$ cat config.mk
export PLATFORM = sky130hd
export DESIGN_NAME = pida_or_stage
export DESIGN_NICKNAME = d
export VERILOG_FILES = /design/src/hdl/positional_insert_delete_array_macros.svh /design/src/hdl/pida_pkg.sv /design/src/hdl/pida_or_stage.sv
export SDC_FILE = /design/constraint.sdc
export NUM_CORES = 1
export LEC_CHECK = 0
export ABC_AREA = 0
export BUFFER_PORTS_ARGS = -buffer_cell sky130_fd_sc_hd__buf_2
export CAP_MARGIN = 5
export CORE_MARGIN = 2
export CORE_UTILIZATION = 37
export CTS_CLUSTER_SIZE = 30
export DETAILED_ROUTE_END_ITERATION = 8
export HOLD_SLACK_MARGIN = 0.05
export PLACE_DENSITY = 0.83
export SLEW_MARGIN = 20
export SYNTH_ARGS = -nofsm -noshare
export SYNTH_HDL_FRONTEND = slang
export SYNTH_SLANG_ARGS = --single-unit
$ cat constraint.sdc
create_clock -name clk -period 0.8 [get_ports clk]
set_input_delay 0.08 -clock clk [delete_from_list [all_inputs] [get_ports clk]]
set_output_delay 0.08 -clock clk [all_outputs]
set_load 0.01 [all_outputs]
$ cat src/hdl/positional_insert_delete_array_macros.svh
// assertion macros for the block's top module
`ifndef POSITIONAL_INSERT_DELETE_ARRAY_MACROS_SVH
`define POSITIONAL_INSERT_DELETE_ARRAY_MACROS_SVH

// same-cycle implication, checked out of reset
`define PIDA_ASSERT_NOW(label, ante, cons, msg) \
	label: assert property (@(posedge clk) disable iff (!arst_n) (ante) |-> (cons)) \
		else $error(msg);

// next-cycle implication, checked out of reset
`define PIDA_ASSERT_NEXT(label, ante, cons, msg) \
	label: assert property (@(posedge clk) disable iff (!arst_n) (ante) |=> (cons)) \
		else $error(msg);

`endif

$ cat src/hdl/pida_pkg.sv
// ----------------------------------------------------------------------------
// pida_pkg
// Types and constants for the positional insert/delete array.
// ----------------------------------------------------------------------------
package pida_pkg;

	// default number of entries
	localparam int DEF_CAPACITY = 128;
	// index/count width of the cell broadcast, covers capacities up to 2047
	localparam int IDX_W = 11;
	// cells per first-level group of the removed-value select
	localparam int PICK_GROUP = 32;
	localparam int VAL_W = 32;

	// command codes
	localparam logic CMD_INSERT = 1'b0;
	localparam logic CMD_DELETE = 1'b1;

	// status codes
	localparam logic [1:0] ST_DONE   = 2'd0;
	localparam logic [1:0] ST_FULL   = 2'd1;
	localparam logic [1:0] ST_EMPTY  = 2'd2;
	localparam logic [1:0] ST_BADPOS = 2'd3;

	typedef logic [VAL_W-1:0] word_t;

	typedef struct packed {
		logic               command;
		logic [6:0]         position;
		logic signed [31:0] element_value;
	} cmd_t;

	typedef struct packed {
		logic [1:0]         status;
		logic signed [31:0] removed_value;
		logic [7:0]         entry_count;
	} rsp_t;

	// operation broadcast to every cell
	typedef struct packed {
		logic             ins_ok;
		logic             del_ok;
		logic [IDX_W-1:0] pos;
		logic [IDX_W-1:0] count;
		word_t            value;
	} bcast_t;

endpackage

$ cat src/hdl/pida_or_stage.sv
// ----------------------------------------------------------------------------
// pida_or_stage
// Registered OR reduction over groups of words; at most one is non-zero.
// ----------------------------------------------------------------------------
module pida_or_stage #(
	parameter int GROUPS = 1,
	parameter int WIDTH  = 2
) (
	input  logic                                  clk,
	input  logic                                  en,
	input  pida_pkg::word_t [GROUPS*WIDTH-1:0]    din,
	output pida_pkg::word_t [GROUPS-1:0]          dout_q
);
	import pida_pkg::*;

	word_t [GROUPS-1:0] red;

	// per-group reduction
	always_comb begin
		for (int g = 0; g < GROUPS; g++) begin
			red[g] = '0;
			for (int k = 0; k < WIDTH; k++) begin
				red[g] = red[g] | din[g*WIDTH + k];
			end
		end
	end

	always_ff @(posedge clk) begin
		if (en) begin
			dout_q <= red;
		end
	end

endmodule

# Word-level counts from Yosys, hierarchy flattened
# Cells that the tools add are included.
# word_totals
ff_bits,32
inputBits,66
output_inout_bits,32
elab_cells,2
# classes
n_bitwise,1
# op_table
cell,n
$or A32 B32 Y32,1

# Logic depth before layout (Yosys ltp)
# Gate-level depths: netlist (run 1).
# depth
ltp_word,1
depth_mapped,1
mapped_depth_nobuf,1

# Worst setup path after synthesis (run 1)
# Ideal clock, no wire load.
# synth_path
path_type,in2reg
from,in din[32] (netlist bit)
to,reg dout_q[0] (netlist bit) (data pin)
setup_time_ns,0.259
arrival_time_ns,0.277
required_time_ns,0.541
path_slack_ns,0.264
path_stages,1
path_buffers,0
path_cell_list,or2_1
# synth_via
elab_chain_len,1
# synth_lines
item,line,rtl
start: declaration,pida_or_stage.sv:11,"input pida_pkg::word_t [GROUPS*WIDTH-1:0] din,"
$or A32 B32 Y32,pida_or_stage.sv:23,red[g] = red[g] | din[g*WIDTH + k];
end signal: assignment,pida_or_stage.sv:30,dout_q <= red;
end: declaration,pida_or_stage.sv:12,output pida_pkg::word_t [GROUPS-1:0] dout_q
# Every way passes these cells.
# A chain may end at the register's enable or synchronous reset.

# Worst setup path in the final report (run 1)
# layout_path
from,reg dout_q[31] (netlist bit)
to,out dout_q[31] (netlist bit)
# No word-level cell between the ends.

==> results of run 1 <==
[final timing paths]
path | cells after the start | endpoint | start
min | 2 | dout_q[26] | din[26]
max | 1 | dout_q[31] | dout_q[31]
[timing repair]
| action | in CTS | in global routing |
|---|---|---|
| endpoints found under the setup margin | 32 | 32 |
| endpoints found under the hold margin | 32 | 32 |
| cloned | 0 | 0 |
[layer usage]
layer,share of wire,track usage
met5,0,0
met4,0.0047,0.0571
met3,0.13,0.0844
met2,0.56,0.284
met1,0.30,0.111
[final cells by class]
| class | instances | area, µm² |
|---|---|---|
| fill | 253 | 1240 |
| sequential | 32 | 961 |
| timing repair buffer | 99 | 526 |
| multi-input combinational | 32 | 200 |
| tap | 44 | 55.1 |
| clock buffer | 7 | 45.0 |
| clock inverter | 1 | 3.75 |
[where the power goes]
part	switching [W]	total [W]	internal (W)
sequential	0.0000297	0.00202	0.00199
clock	0.000471	0.000808	0.000337
combinational	0.000195	0.000442	0.000248
[through the flow]
stage	TNS [ns]	utilization	instance area (µm²)	setup WS, ns	total power (W)
after detailed placement	0	0.575	1740	0.120	0.00251
after floorplan	0	-	1160	0.264	0.00219
after global placement	0	0.575	1740	0.128	0.00249
after global routing	-5.60	0.591	1790	-0.200	0.00347
after CTS	-4.19	0.591	1790	-0.164	0.00333
final	-3.45	0.591	1790	-0.129	0.00327
[layout by cell type, fill, tap and decap left out]
| master | instances |
|---|---|
| buf_2 | 97 |
| or2_1 | 32 |
| edfxtp_1 | 32 |
| clkbuf_4 | 5 |
| clkbuf_1 | 2 |
| buf_12 | 2 |
| clkinv_1 | 1 |
[cells by family (layout without fill, tap and decap cells)]
family / count (synthesis) / count (layout) / share of synthesized area
buffers and inverters: 0 / 107 / 0
and+or+nand+nor: 32 / 32 / 0.172
DFF: 32 / 32 / 0.828
==> metrics, run 1 <==
Sink Count=32; vias in the first global route=926; gpl congestion=0.657; Pre-Repair DR Iteration Count=3; Largest regs=dout_q x32; Largest stage delay, worst path=0.38 ns; largest net degree at the start of global routing=17; post-layout minimum cycle time=0.929 ns; CTS H-Tree Depth=2; CP bufs+invs=1; Layout area overhead=54.2%; Synth Instances=64; Core ar.=3030 µm²; Total Wirelength=2.33 mm; mapped cell area=1160 µm²; Placed Instances=207; Synth warnings=0; antenna fix cells=0; number of vias per cell=4.20; max_slew headroom=0.932; Seq/Total Area, Yosys=0.828; Hold Violations, Final=0; period utilization=1.16; Post-Syn Area per Cell=18.1 µm²; CTS tree=done; CP delay by family, top=flip-flops; DIE AREA=3600 µm²; failing checks=setup timing; predominant post-synthesis flop cell=edfxtp_1; Worst IR Drop VDD=1.01 mV; # IOs=98; Detail Route Antenna Nets=0; Power Density=1830 nW/µm²; nets=236; worst hold-check path type=primary input to flip-flop; number of setup violations in the final report=32; CTS max path bufs=2; unrepaired setup endpoints after global routing=yes; Yosys top cell area share=0.828; critical path's slowest cell=edfxtp_1; DRC errors left=0; PostCTS Resize Cnt=0; Post-CTS Setup Bufs=0; max-cap viol count=0; gr usage total=0.146; syn nets=130; CTS Root Cell=clkbuf_4; layout cells sized above 1=0.608; top post-synthesis cells by area=edfxtp_1 83%, or2_1 17%; synth cell count leaders=32 x edfxtp_1, 32 x or2_1; Worst Path Required=0.72 ns; Final WS setup=-0.129 ns; first-pass GRT wire length=3.57 mm; row count=20; grt ovf=0; Yosys top cell by area=edfxtp_1; Cell Chain, Critical Path=buf_2; DRT iter0 DRCs=10; critical path class=flip-flop to primary output; Biggest register=dout_q; WL/cell=10.8 µm; number of buffers added on ports=97; Die Y=60.0 µm; CP max FO=1; fmax=1080 MHz; total CTS buffers=5; Leak=0.804 nW; CP endpoint kind=primary output; asr flop ratio synth=0; synthesized flop and latch total=32; Die X=60.0 µm; critical path arrival=0.85 ns; Final Max Slew Viols=0; Post-synth EDFFs=32; Setup crit start kind=flip-flop; Non-Filler Instances=215; initial antenna violation count=0; Unique masters post-synth=2; status=finished with violations; Clock transition at path regs=0.09 ns; Via Count=904; Starting Density=0.383; Hold WS=0.00840 ns; worst-margin pin slew=0.103 ns; max reg flops=32
Note: power is estimated with default switching activity, not from simulation.
==> run 2: changes to the inputs <==
--- a/config.mk
+++ b/config.mk
@@ -6,9 +6,9 @@
 export NUM_CORES = 1
 export LEC_CHECK = 0
-export ABC_AREA = 0
+export ABC_AREA = 1
 export BUFFER_PORTS_ARGS = -buffer_cell sky130_fd_sc_hd__buf_2
 export CAP_MARGIN = 5
 export CORE_MARGIN = 2
-export CORE_UTILIZATION = 37
+export CORE_UTILIZATION = 39
 export CTS_CLUSTER_SIZE = 30
 export DETAILED_ROUTE_END_ITERATION = 8
==> constraint.sdc (replaced) <==
create_clock -name clk -period 0.8 [get_ports clk]
set_input_delay 0.16 -clock clk [delete_from_list [all_inputs] [get_ports clk]]
set_output_delay 0.16 -clock clk [all_outputs]
set_load 0.01 [all_outputs]
==> run 2 against run 1 <==
Net effect:
- the run still ends with setup timing left
- final cell count is 31% higher
- combinational power is 12% higher
- synthesized cell count is 100% higher
- final area is 9.1% higher
- critical path type unchanged
==> metrics, run 2 <==
Cell Area, Placed=1900 µm² (was 1740 µm²); Hold Buf Count CTS=0; post-route core utilization=0.595 (was 0.591); Starting Density=0.402 (was 0.383); total CTS buffers=5 (unchanged); most common cell after layout, fill and taps aside=buf_2 (unchanged); commonest cells after routing, fill and taps aside=97 x buf_2, 64 x inv_1, 32 x nand2_1, 32 x edfxtp_1, 5 x clkbuf_4 (was 97 x buf_2, 32 x or2_1, 32 x edfxtp_1); Detail Route Antenna Nets=0 (unchanged); Leak=1.15 nW (was 0.804 nW); max-cap viol count=0 (unchanged); max reg flops=32 (unchanged); number of setup violations in the final report=32 (unchanged); WL/cell=8.34 µm (was 10.8 µm); CP max FO=1 (unchanged); Yosys top cell by area=edfxtp_1 (unchanged); Largest regs=dout_q x32 (unchanged); Die X=62.2 µm (was 60.0 µm); failing checks=setup timing (unchanged); worst hold-check path type=primary input to flip-flop (unchanged); worst-margin pin slew=0.0985 ns (was 0.103 ns); synth cell count leaders=64 x inv_1, 32 x edfxtp_1, 32 x nand2_1 (was 32 x edfxtp_1, 32 x or2_1); Worst setup endpoint=dout_q[20] (was dout_q[31]); nets=300 (was 236); CTS max path bufs=2 (unchanged); top-count cell post-synth=inv_1; Worst IR Drop VDD=1.06 mV (was 1.01 mV); top post-synthesis cells by area=edfxtp_1 73%, inv_1 18%, nand2_1 9.1% (was edfxtp_1 83%, or2_1 17%); initial antenna violation count=0 (unchanged); Synth Instances=128 (was 64); critical path depth=1 (unchanged); unrepaired setup endpoints after global routing=yes (unchanged); # IOs=98 (unchanged); fill count=282 (was 253); Largest stage delay, worst path=0.37 ns (was 0.38 ns); Hold Violations, Final=0 (unchanged); CTS Root Cell=clkbuf_4 (unchanged); CP bufs+invs=1 (unchanged); Cell Chain, Critical Path=buf_2 (unchanged); Core ar.=3280 µm² (was 3030 µm²); synthesized flop and latch total=32 (unchanged); syn nets=194 (was 130); predominant post-synthesis flop cell=edfxtp_1 (unchanged); antenna fix cells=0 (unchanged); Setup crit start=dout_q[20] (was dout_q[31]); Power Density=1710 nW/µm² (was 1830 nW/µm²); critical path class=flip-flop to primary output (unchanged); gr usage total=0.131 (was 0.146); Post-synth EDFFs=32 (unchanged); DRT iter0 DRCs=6 (was 10); FF/Latch Area=961 µm² (unchanged); critical path's slowest cell=edfxtp_1 (unchanged); layout cells sized above 1=0.443 (was 0.608); Setup crit start kind=flip-flop (unchanged); post-layout minimum cycle time=1.00 ns (was 0.929 ns); Sink Count=32 (unchanged); Final Max Slew Viols=0 (unchanged); Layout area overhead=47.8% (was 54.2%); Yosys top cell area share=0.727 (was 0.828); Die Y=62.2 µm (was 60.0 µm); CTS tree=done (unchanged); Final WS setup=-0.202 ns (was -0.129 ns); status=finished with violations (unchanged); Synth warnings=0 (unchanged); Clock transition at path regs=0.09 ns (about the same); PostCTS Resize Cnt=0 (unchanged); Biggest register=dout_q (unchanged); Finished Cell Area=1950 µm² (was 1790 µm²); multi-input logic area=120 µm² (was 200 µm²); Via Count=1072 (was 904); grt ovf=0 (unchanged); asr flop ratio synth=0 (unchanged); gpl congestion=0.621 (was 0.657); vias in the first global route=1003 (was 926); period utilization=1.25 (was 1.16); Total Wirelength=2.34 mm (was 2.33 mm); number of vias per cell=3.81 (was 4.20); Worst Path Required=0.64 ns (was 0.72 ns); Seq/Total Area, Yosys=0.727 (was 0.828); CTS H-Tree Depth=2 (unchanged); Pre-Repair DR Iteration Count=4 (was 3); max_slew headroom=0.934 (was 0.932); largest net degree at the start of global routing=19 (was 17); CP delay by family, top=flip-flops (unchanged); number of buffers added on ports=97 (unchanged); DIE AREA=3870 µm² (was 3600 µm²); Post-CTS Setup Bufs=0 (unchanged); DRC errors left=0 (unchanged); CP endpoint kind=primary output (unchanged); Power Total=0.00333 W (was 0.00327 W); hpwl dp=1.90 mm; mapped cell area=1320 µm² (was 1160 µm²); Unique masters post-synth=3 (was 2); row count=21 (was 20); first-pass GRT wire length=3.78 mm (was 3.57 mm); critical path arrival=0.84 ns (was 0.85 ns); fmax=998 MHz (was 1080 MHz); Post-Syn Area per Cell=10.3 µm² (was 18.1 µm²)
==> run 2: worst min-delay path by stage <==
stage / from / end / slack, ns / cells after the start
2_1_floorplan: en / dout_q[0] / 0.27 / 0
3_3_place_gp: din[61] / dout_q[29] / 0.41 / 3
3_5_place_dp: din[48] / dout_q[16] / 0.41 / 3
4_1_cts: din[58] / dout_q[26] / 0.06 / 3
5_1_grt: din[61] / dout_q[29] / 0.05 / 3
6_report: din[58] / dout_q[26] / 0.08 / 3
==> run 2: where the power goes <==
part           switching, W  internal, W  total [W]
Combinational      0.000243     0.000251   0.000494
Sequential        0.0000243      0.00199    0.00201
Clock              0.000488     0.000337   0.000826
Total              0.000756      0.00258    0.00333
==> run 2: layer usage <==
layer,part of all wire,global-route usage
met2,0.51,0.236
met1,0.34,0.111
met5,0,0
met4,0.024,0.0750
met3,0.13,0.0725
==> run 2: metrics by stage <==
step | setup slack (ns) | TNS, ns | hold WS, ns | cells
3_3_place_gp | 0.0305 | 0 | 0.407 | 273
2_1_floorplan | 0.246 | 0 | 0.272 | 128
5_1_grt | -0.268 | -7.79 | 0.0546 | 281
4_1_cts | -0.233 | -6.70 | 0.0575 | 281
3_5_place_dp | 0.0378 | 0 | 0.409 | 273
6_report | -0.202 | -5.86 | 0.0755 | 281
==> run 2: kinds of logic (layout without fill, tap and decap cells) <==
family                 after synthesis  in the layout  synth area share
flip-flops                          32             32             0.727
AND/OR/NAND/NOR                     32             32            0.0909
buffers and inverters               64            171             0.182
==> run 2: final cells by class <==
class,instances,area share
clock inverter,1,0.00192
timing repair buffer,99,0.269
tap,46,0.0295
clock buffer,7,0.0231
inverter,64,0.123
multi-input combinational,32,0.0615
sequential,32,0.492
