[config.mk]
export PLATFORM = sky130hd
export DESIGN_NAME = pida_cell
export DESIGN_NICKNAME = d
export VERILOG_FILES = /design/src/hdl/positional_insert_delete_array_macros.svh /design/src/hdl/pida_pkg.sv /design/src/hdl/pida_cell.sv
export SDC_FILE = /design/constraint.sdc
export NUM_CORES = 1
export LEC_CHECK = 0
export BUFFER_PORTS_ARGS = -buffer_cell sky130_fd_sc_hd__buf_2
export CAP_MARGIN = 20
export CORE_MARGIN = 2
export CORE_UTILIZATION = 35
export CTS_BUF_LIST = sky130_fd_sc_hd__clkbuf_16
export CTS_CLUSTER_DIAMETER = 60
export DETAILED_ROUTE_END_ITERATION = 12
export GPL_TIMING_DRIVEN = 0
export PLACE_DENSITY = 0.88
export SYNTH_ARGS = -nofsm -noshare
export SYNTH_HDL_FRONTEND = slang
export SYNTH_SLANG_ARGS = --single-unit
[constraint.sdc]
create_clock -name clk -period 3.21 [get_ports clk]
set_input_delay 0.642 -clock clk [delete_from_list [all_inputs] [get_ports clk]]
set_output_delay 0.642 -clock clk [all_outputs]
set_load 0.05 [all_outputs]
[src/hdl/positional_insert_delete_array_macros.svh]
// assertion macros for the block's top module
`ifndef POSITIONAL_INSERT_DELETE_ARRAY_MACROS_SVH
`define POSITIONAL_INSERT_DELETE_ARRAY_MACROS_SVH

// same-cycle implication, checked out of reset
`define PIDA_ASSERT_NOW(label, ante, cons, msg) \
	label: assert property (@(posedge clk) disable iff (!arst_n) (ante) |-> (cons)) \
		else $error(msg);

// next-cycle implication, checked out of reset
`define PIDA_ASSERT_NEXT(label, ante, cons, msg) \
	label: assert property (@(posedge clk) disable iff (!arst_n) (ante) |=> (cons)) \
		else $error(msg);

`endif

[src/hdl/pida_pkg.sv]
// ----------------------------------------------------------------------------
// pida_pkg
// Types and constants for the positional insert/delete array.
// ----------------------------------------------------------------------------
package pida_pkg;

	// default number of entries
	localparam int DEF_CAPACITY = 128;
	// index/count width of the cell broadcast, covers capacities up to 2047
	localparam int IDX_W = 11;
	// cells per first-level group of the removed-value select
	localparam int PICK_GROUP = 32;
	localparam int VAL_W = 32;

	// command codes
	localparam logic CMD_INSERT = 1'b0;
	localparam logic CMD_DELETE = 1'b1;

	// status codes
	localparam logic [1:0] ST_DONE   = 2'd0;
	localparam logic [1:0] ST_FULL   = 2'd1;
	localparam logic [1:0] ST_EMPTY  = 2'd2;
	localparam logic [1:0] ST_BADPOS = 2'd3;

	typedef logic [VAL_W-1:0] word_t;

	typedef struct packed {
		logic               command;
		logic [6:0]         position;
		logic signed [31:0] element_value;
	} cmd_t;

	typedef struct packed {
		logic [1:0]         status;
		logic signed [31:0] removed_value;
		logic [7:0]         entry_count;
	} rsp_t;

	// operation broadcast to every cell
	typedef struct packed {
		logic             ins_ok;
		logic             del_ok;
		logic [IDX_W-1:0] pos;
		logic [IDX_W-1:0] count;
		word_t            value;
	} bcast_t;

endpackage

[src/hdl/pida_cell.sv]
// ----------------------------------------------------------------------------
// pida_cell
// One array slot: loads the new value, its left or its right neighbor.
// ----------------------------------------------------------------------------
module pida_cell #(
	parameter int IDX = 0
) (
	input  logic            clk,
	input  pida_pkg::bcast_t op,
	input  pida_pkg::word_t  left,
	input  pida_pkg::word_t  right,
	output pida_pkg::word_t  entry_q,
	output pida_pkg::word_t  pick
);
	import pida_pkg::*;

	localparam logic [IDX_W-1:0] ME = IDX_W'(IDX);

	logic at_pos;
	logic take_left;
	logic take_right;

	// position compares against this slot
	assign at_pos     = (ME == op.pos);
	assign take_left  = op.ins_ok && (ME > op.pos) && (ME <= op.count);
	assign take_right = op.del_ok && (ME >= op.pos) && ((ME + IDX_W'(1)) < op.count);

	// slot update, contents undefined until written
	always_ff @(posedge clk) begin
		priority if (op.ins_ok && at_pos) begin
			entry_q <= op.value;
		end else if (take_left) begin
			entry_q <= left;
		end else if (take_right) begin
			entry_q <= right;
		end else begin
			entry_q <= entry_q;
		end
	end

	// old contents offered to the removed-value select
	assign pick = (op.del_ok && at_pos) ? entry_q : '0;

endmodule

# Word-level counts from Yosys, hierarchy flattened
# Cells that the tools add are included.
# W data, S select, Z words.
dict set report totals {
  regBits 32
  input_bits 121
  output_inout_bits 64
  elab_cells 17
}
dict set report classes {
  magnitude_cmp 4
  mux 4
  reduce_logical 8
}
# op n
set op_table {}
lappend op_table {{$mux W32} 4}
lappend op_table {{$ge A1 B11 Y1 const A} 1}
lappend op_table {{$gt A1 B11 Y1 const A} 1}
lappend op_table {{$le A1 B11 Y1 const A} 1}
lappend op_table {{$logic_not A11 Y1} 1}
lappend op_table {{$lt A1 B11 Y1 const A} 1}
lappend op_table {{$logic_and A1 B1 Y1} 6}
lappend op_table {{$reduce_bool A3 Y1} 1}

# Logic depth before layout (Yosys ltp)
# Gate-level depths: netlist (run 1).
dict set report depth {
  ltp_word 6
  depth_mapped 4
  mapped_depth_nobuf 3
}

# Worst setup path after synthesis (run 1)
# Ideal clock, no wire load.
dict set report synth_timing {
  path_type {in2out}
  start {input op[45] (netlist name)}
  end {output pick[10]}
  t_arrival_ns 1.904
  required_time_ns 2.568
  path_slack_ns 0.664
  stages 4
  n_path_buf 1
  cell_sequence {nor4_2 and3_2 clkbuf_1 and2_1}
}
dict set report synth_between {
  elab_chain_cells 3
}
# element line
set synth_lines {}
lappend synth_lines {{start: declaration} pida_cell.sv:9} ;# input pida_pkg::bcast_t op,
lappend synth_lines {{$logic_not A11 Y1} pida_cell.sv:24} ;# assign at_pos = (ME == op.pos);
lappend synth_lines {{$logic_and A1 B1 Y1} pida_cell.sv:42} ;# assign pick = (op.del_ok && at_pos) ? entry_q : '0;
lappend synth_lines {{$mux W32} pida_cell.sv:42}
lappend synth_lines {{end: declaration} pida_cell.sv:13} ;# output pida_pkg::word_t pick
# Every way passes these cells.

# Worst setup path after layout (run 1)
dict set report layout_timing {
  start {input op[48] (netlist name)}
  end {output pick[2]}
}
# Same word-level chain as after synthesis.

==> results of run 1 <==
layer usage:
layer / share of wire / vias up / wire (um) / global-route usage
li1: - / 740 / - / -
met3: 0.074 / 6 / 332 / 0.0335
met5: 0 / - / 0 / 0
met1: 0.36 / 694 / 1620 / 0.145
met2: 0.55 / 77 / 2460 / 0.283
met4: 0.015 / 0 / 66 / 0.0643
cell families after synthesis:
kind of cell / count (synthesis)
AND/OR/NAND/NOR: 43
multiplexers: 32
flip-flops: 32
buffers and inverters: 6
AO/OA/AOI/OAI: 1
synth_stat cells:
master    number
nor2_1         1
nand3_1        1
nor3_1         1
nor4b_1        2
a32o_1         1
and3_2         1
clkbuf_1       3
nor4_2         2
mux2_2         2
and2_1        32
buf_6          3
nor4_1         2
mux2_4        30
edfxtp_1      32
nand4_2        1
metrics by stage:
step	std cells	hold slack (ns)	utilization	setup slack, ns	power, mW
finish	341	0.671	0.578	0.367	0.986
global route	341	0.667	0.578	0.231	1.02
CTS	341	0.666	0.578	0.320	1.00
detailed placement	333	0.946	0.549	0.320	0.560
global placement	332	0.942	0.543	0.158	0.556
floorplan	114	0.859	-	0.664	0.502
path summary, 6_finish.rpt:
kind / from / endpoint / slack, ns
worst max-delay path: op[48] / pick[2] / 0.37
worst min-delay path: op[24] / entry_q[24]$_DFFE_PP_ / 0.67
final cells by class:
| class | instances | area share |
|---|---|---|
| clock buffers | 5 | 0.0449 |
| flip-flops and latches | 32 | 0.345 |
| clock inverters | 3 | 0.00494 |
| repair buffers | 152 | 0.281 |
| well taps | 67 | 0.0301 |
| plain buffers | 6 | 0.0162 |
| multi-input cells | 76 | 0.277 |
power by group through the flow:
stage | Clock (mW) | Sequential [mW] | Combinational [mW]
5_1_grt | 0.459 | 0.460 | 0.0981
2_1_floorplan | 0 | 0.470 | 0.0326
3_3_place_gp | 0 | 0.469 | 0.0869
4_1_cts | 0.448 | 0.460 | 0.0914
3_5_place_dp | 0 | 0.469 | 0.0910
6_report | 0.435 | 0.461 | 0.0900
==> flow_metrics.tcl, run 1 <==
set metrics [dict create \
    yosys.area.top_type "edfxtp_1" \
    reg.largest.list "entry_q (32)" \
    placed_area_um2 2650 \
    maxCapViolations 0 \
    grt_pass1_wl_um 6100 \
    path_delay_family "simple AND/OR/NAND/NOR gates" \
    antennaDiodeCount 0 \
    fp.coreArea_um2 4820 \
    crit_required_ns 2.57 \
    io_buffers 151 \
    grt_setup_unrepaired "no" \
    numClockSinks 32 \
    synthMuxAreaShare 0.266 \
    clock.fmax_mhz 352 \
    p_clk_frac 0.442 \
    viasPerCell 4.45 \
    path_depth 6 \
    cts_tree "done" \
    cp.arrival_ns 2.20 \
    grt_use_total 0.145 \
    worstPathMaxFanout 10 \
    std_cell_rows 25 \
    layout_commonest_cell "buf_2" \
    worstSetupEndpointType "output pin" \
    drtIter0Drc 39 \
    cts-buffers-inserted 5 \
    p_comb_frac 0.091 \
    cts_setup_buffers 0 \
    synth-xor-area-share 0 \
    cts_hold_buf 0 \
    drive_gt1_frac 0.723 \
    clk_path_buf_depth 2 \
    worstMarginPinSlew_ns 0.900 \
    path_cells "buf_2, nor4_2, and3_2, clkbuf_1, and2_1, buf_2" \
    power.density_nw_per_um2 354 \
    period_needed_ns 2.84 \
    synth.area.top_cells "edfxtp_1, mux2_4, and2_1, buf_6, nor4_2" \
    synthAdderAreaFrac 0 \
    cts_root_buf "clkbuf_16" \
    grt_max_degree 18 \
    wl_um 4480 \
    die-area_um2 5670 \
    nets 394 \
    synth_top_area_frac 0.540 \
    fin_crit_sh 0.886 \
    synth_compound_area_frac 0.00563 \
    drc 0 \
    syn_inst 114 \
    grt_pass1_vias 1434 \
    hp-class "in -> reg" \
    p_int_mw 0.806 \
    final_antenna_net_count 0 \
    crit_type "in -> out" \
    avgSynthCellArea_um2 15.6 \
    multiInputGateArea_um2 772 \
    synth-seq-cells 32 \
    cpMostUsedCell "buf_2" \
    area_growth_pct 56.6 \
    register_area_um2 961 \
    ys_seq_area_frac 0.540 \
    synthesis.area_um2 1780 \
    p_seq_frac 0.467 \
    io_pins 185 \
    stdcell_area_um2 2780 \
    grt_overflow 0 \
    antenna_found_initial 0 \
    worst_path_largest_cell_delay_ns 0.40 \
    ys.warnings.count 0 \
    setup-violations-final 0 \
    dr_total_vias 1517 \
    final_max_slew_viol_count 0 \
    hold_path_depth 2 \
    outcome "finished, final reports clean" \
    synth_top_family_by_area "multiplexers" \
    cp-start-kind "primary input" \
    die_x_um 75.3 \
    final_cell_mix "buf_2, and2_1, edfxtp_1, mux2_4, clkbuf_16" \
    worst_path_max_delay_cell "nor4_2" \
    initial_core_util 0.369 \
    post_cts_resized 0 \
    htreeDepth 2 \
    synthSimpleGateAreaFrac 0.163 \
    drtPass1Iterations 3 \
    dp_hpwl_um 3770 \
    wl_per_cell_um 13.1 \
    fillers 416 \
    gp_congestion 0.733 \
    ir_worst_vdd_uv 264 \
    largest_register_ffs 32 \
    cp.buffers_inverters 3 \
    power.switching_mw 0.180 \
    yosysUniqueCellTypes 15 \
    regMostFlops "entry_q" \
    tns_ns 0 \
    synth_fp_nets 235 \
    netSwitchingFraction 0.183 \
    max_slew_margin 0.400 \
    finalHoldViolCount 0 \
    p_leak_nw 1.46 \
    clk_pin_slew_ns 0.05 \
    fp.dieH_um 75.3 \
]
Note: power is estimated with default switching activity, not from simulation.
==> run 2, diff against run 1 <==
--- a/config.mk
+++ b/config.mk
@@ -6,13 +6,13 @@
 export NUM_CORES = 1
 export LEC_CHECK = 0
 export BUFFER_PORTS_ARGS = -buffer_cell sky130_fd_sc_hd__buf_2
-export CAP_MARGIN = 20
 export CORE_MARGIN = 2
 export CORE_UTILIZATION = 35
 export CTS_BUF_LIST = sky130_fd_sc_hd__clkbuf_16
 export CTS_CLUSTER_DIAMETER = 60
 export DETAILED_ROUTE_END_ITERATION = 12
 export GPL_TIMING_DRIVEN = 0
+export MAX_ROUTING_LAYER = met4
 export PLACE_DENSITY = 0.88
 export SYNTH_ARGS = -nofsm -noshare
 export SYNTH_HDL_FRONTEND = slang
==> run 2 against run 1 <==
- setup slack improved by 0.0020 ns
- die area unchanged
- critical path depth unchanged
- first-iteration DRC count increased by 15%
- routed wire length about the same
- combinational power about the same
- sequential power about the same
- worst hold slack got worse by 0.00055 ns
- power decreased by 0.16%
- maximum frequency about the same
- largest cell class unchanged
==> flow_metrics.tcl, run 2 (same netlist as run 1, synthesis figures left out) <==
set metrics [dict create \
    fin_crit_sh 0.885 \
    cpMostUsedCell "buf_2" \
    io_buffers 151 \
    finalHoldViolCount 0 \
    grt_pass1_wl_um 6140 \
    whs_ns 0.670 \
    crit_required_ns 2.57 \
    wl_per_cell_um 13.1 \
    drtIter0Drc 45 \
    power.total_mw 0.984 \
    setup-violations-final 0 \
    std_cell_rows 25 \
    layout_commonest_cell "buf_2" \
    drtPass1Iterations 2 \
    regMostFlops "entry_q" \
    highest_layer "met4" \
    clock.fmax_mhz 352 \
    power.switching_mw 0.179 \
    worstMarginPinSlew_ns 0.898 \
    maxCapViolations 0 \
    grt_max_degree 18 \
    final_antenna_net_count 0 \
    period_needed_ns 2.84 \
    holdPathEnd "entry_q[24]$_DFFE_PP_" \
    viasPerCell 4.46 \
    htreeDepth 2 \
    hp-class "in -> reg" \
    numClockSinks 32 \
    wl_um 4480 \
    final_max_slew_viol_count 0 \
    place_ws_ns 0.320 \
    utilization 0.578 \
    cts_setup_buffers 0 \
    cp.arrival_ns 2.20 \
    power.density_nw_per_um2 354 \
    drive_gt1_frac 0.723 \
    dp_hpwl_um 3770 \
    area_growth_pct 56.6 \
    hold_path_depth 2 \
    fin_ws_ns 0.370 \
    cts_root_buf "clkbuf_16" \
    dr_total_vias 1520 \
    initial_core_util 0.369 \
    gp_congestion 0.742 \
    max_slew_margin 0.401 \
    die-area_um2 5670 \
    cp-start-kind "primary input" \
    netSwitchingFraction 0.181 \
    stdcell_area_um2 2780 \
    drc 0 \
    worst_path_max_delay_cell "nor4_2" \
    grt_overflow 0 \
    reg.largest.list "entry_q (32)" \
    die_x_um 75.3 \
    path_cells "buf_2, nor4_2, and3_2, clkbuf_1, and2_1, buf_2" \
    io_pins 185 \
    outcome "finished, final reports clean" \
    crit_type "in -> out" \
    worstSetupEndpointType "output pin" \
    nets 394 \
    cts_tree "done" \
    fp.coreArea_um2 4820 \
    cts-buffers-inserted 5 \
    p_leak_nw 1.46 \
    cts_hold_buf 0 \
    antennaDiodeCount 0 \
    grt_use_total 0.152 \
    p_int_mw 0.806 \
    worst_path_largest_cell_delay_ns 0.40 \
    clk_pin_slew_ns 0.05 \
    grt_setup_unrepaired "no" \
    placed_area_um2 2650 \
    p_seq_frac 0.468 \
    final_cells 341 \
    largest_register_ffs 32 \
    dr_wl_met2_um 2490 \
    final_cell_mix "buf_2, and2_1, edfxtp_1, mux2_4, clkbuf_16" \
    p_comb_frac 0.092 \
    m1WireLength_um 1610 \
    antenna_found_initial 0 \
    worstPathMaxFanout 10 \
    clk_path_buf_depth 2 \
    post_cts_resized 0 \
    tns_ns 0 \
    dp.cells 333 \
    p_clk_frac 0.440 \
    wl_met3_um 336 \
    ir_worst_vdd_uv 264 \
    grt_pass1_vias 1426 \
    min-delay-start "op[24]" \
    fp.dieH_um 75.3 \
]
[run 2: cell counts in the layout (fill, tap and decap cells not counted)]
No cell type changed its count.
[run 2: power by group through the flow]
stage	Sequential [mW]	Clock (mW)	Combinational (mW)
2_1_floorplan	0.470	0	0.0326
3_3_place_gp	0.469	0	0.0869
3_5_place_dp	0.469	0	0.0910
4_1_cts	0.460	0.448	0.0914
5_1_grt	0.460	0.462	0.0981
6_report	0.461	0.434	0.0901
[run 2: final cells by class]
class	count	area, um^2
buffer	6	45.0
tap	67	83.8
timing repair buffer	152	783
clock buffer	5	125
multi-input combinational	76	772
fill	416	2030
clock inverter	3	13.8
sequential	32	961
[run 2: critical path: cells and delay by family]
family,cells,cell delay (ns)
buffers and inverters,3,0.66
AND/OR/NAND/NOR,3,0.90
[run 2: routing by layer]
layer,track usage,up-vias
met5,-,-
met4,0.0546,0
met3,0.0402,4
met2,0.285,78
met1,0.149,698
li1,-,740
[run 2: worst max-delay path by stage]
stage / cells after the start / startpoint / slack (ns) / endpoint
after floorplan: 4 / op[45] / 0.66 / pick[10]
after global placement: 4 / op[45] / 0.16 / entry_q[16]$_DFFE_PP_
after detailed placement: 6 / op[48] / 0.32 / pick[14]
after CTS: 6 / op[45] / 0.32 / pick[14]
after global routing: 6 / op[48] / 0.23 / pick[11]
final: 6 / op[48] / 0.37 / pick[2]
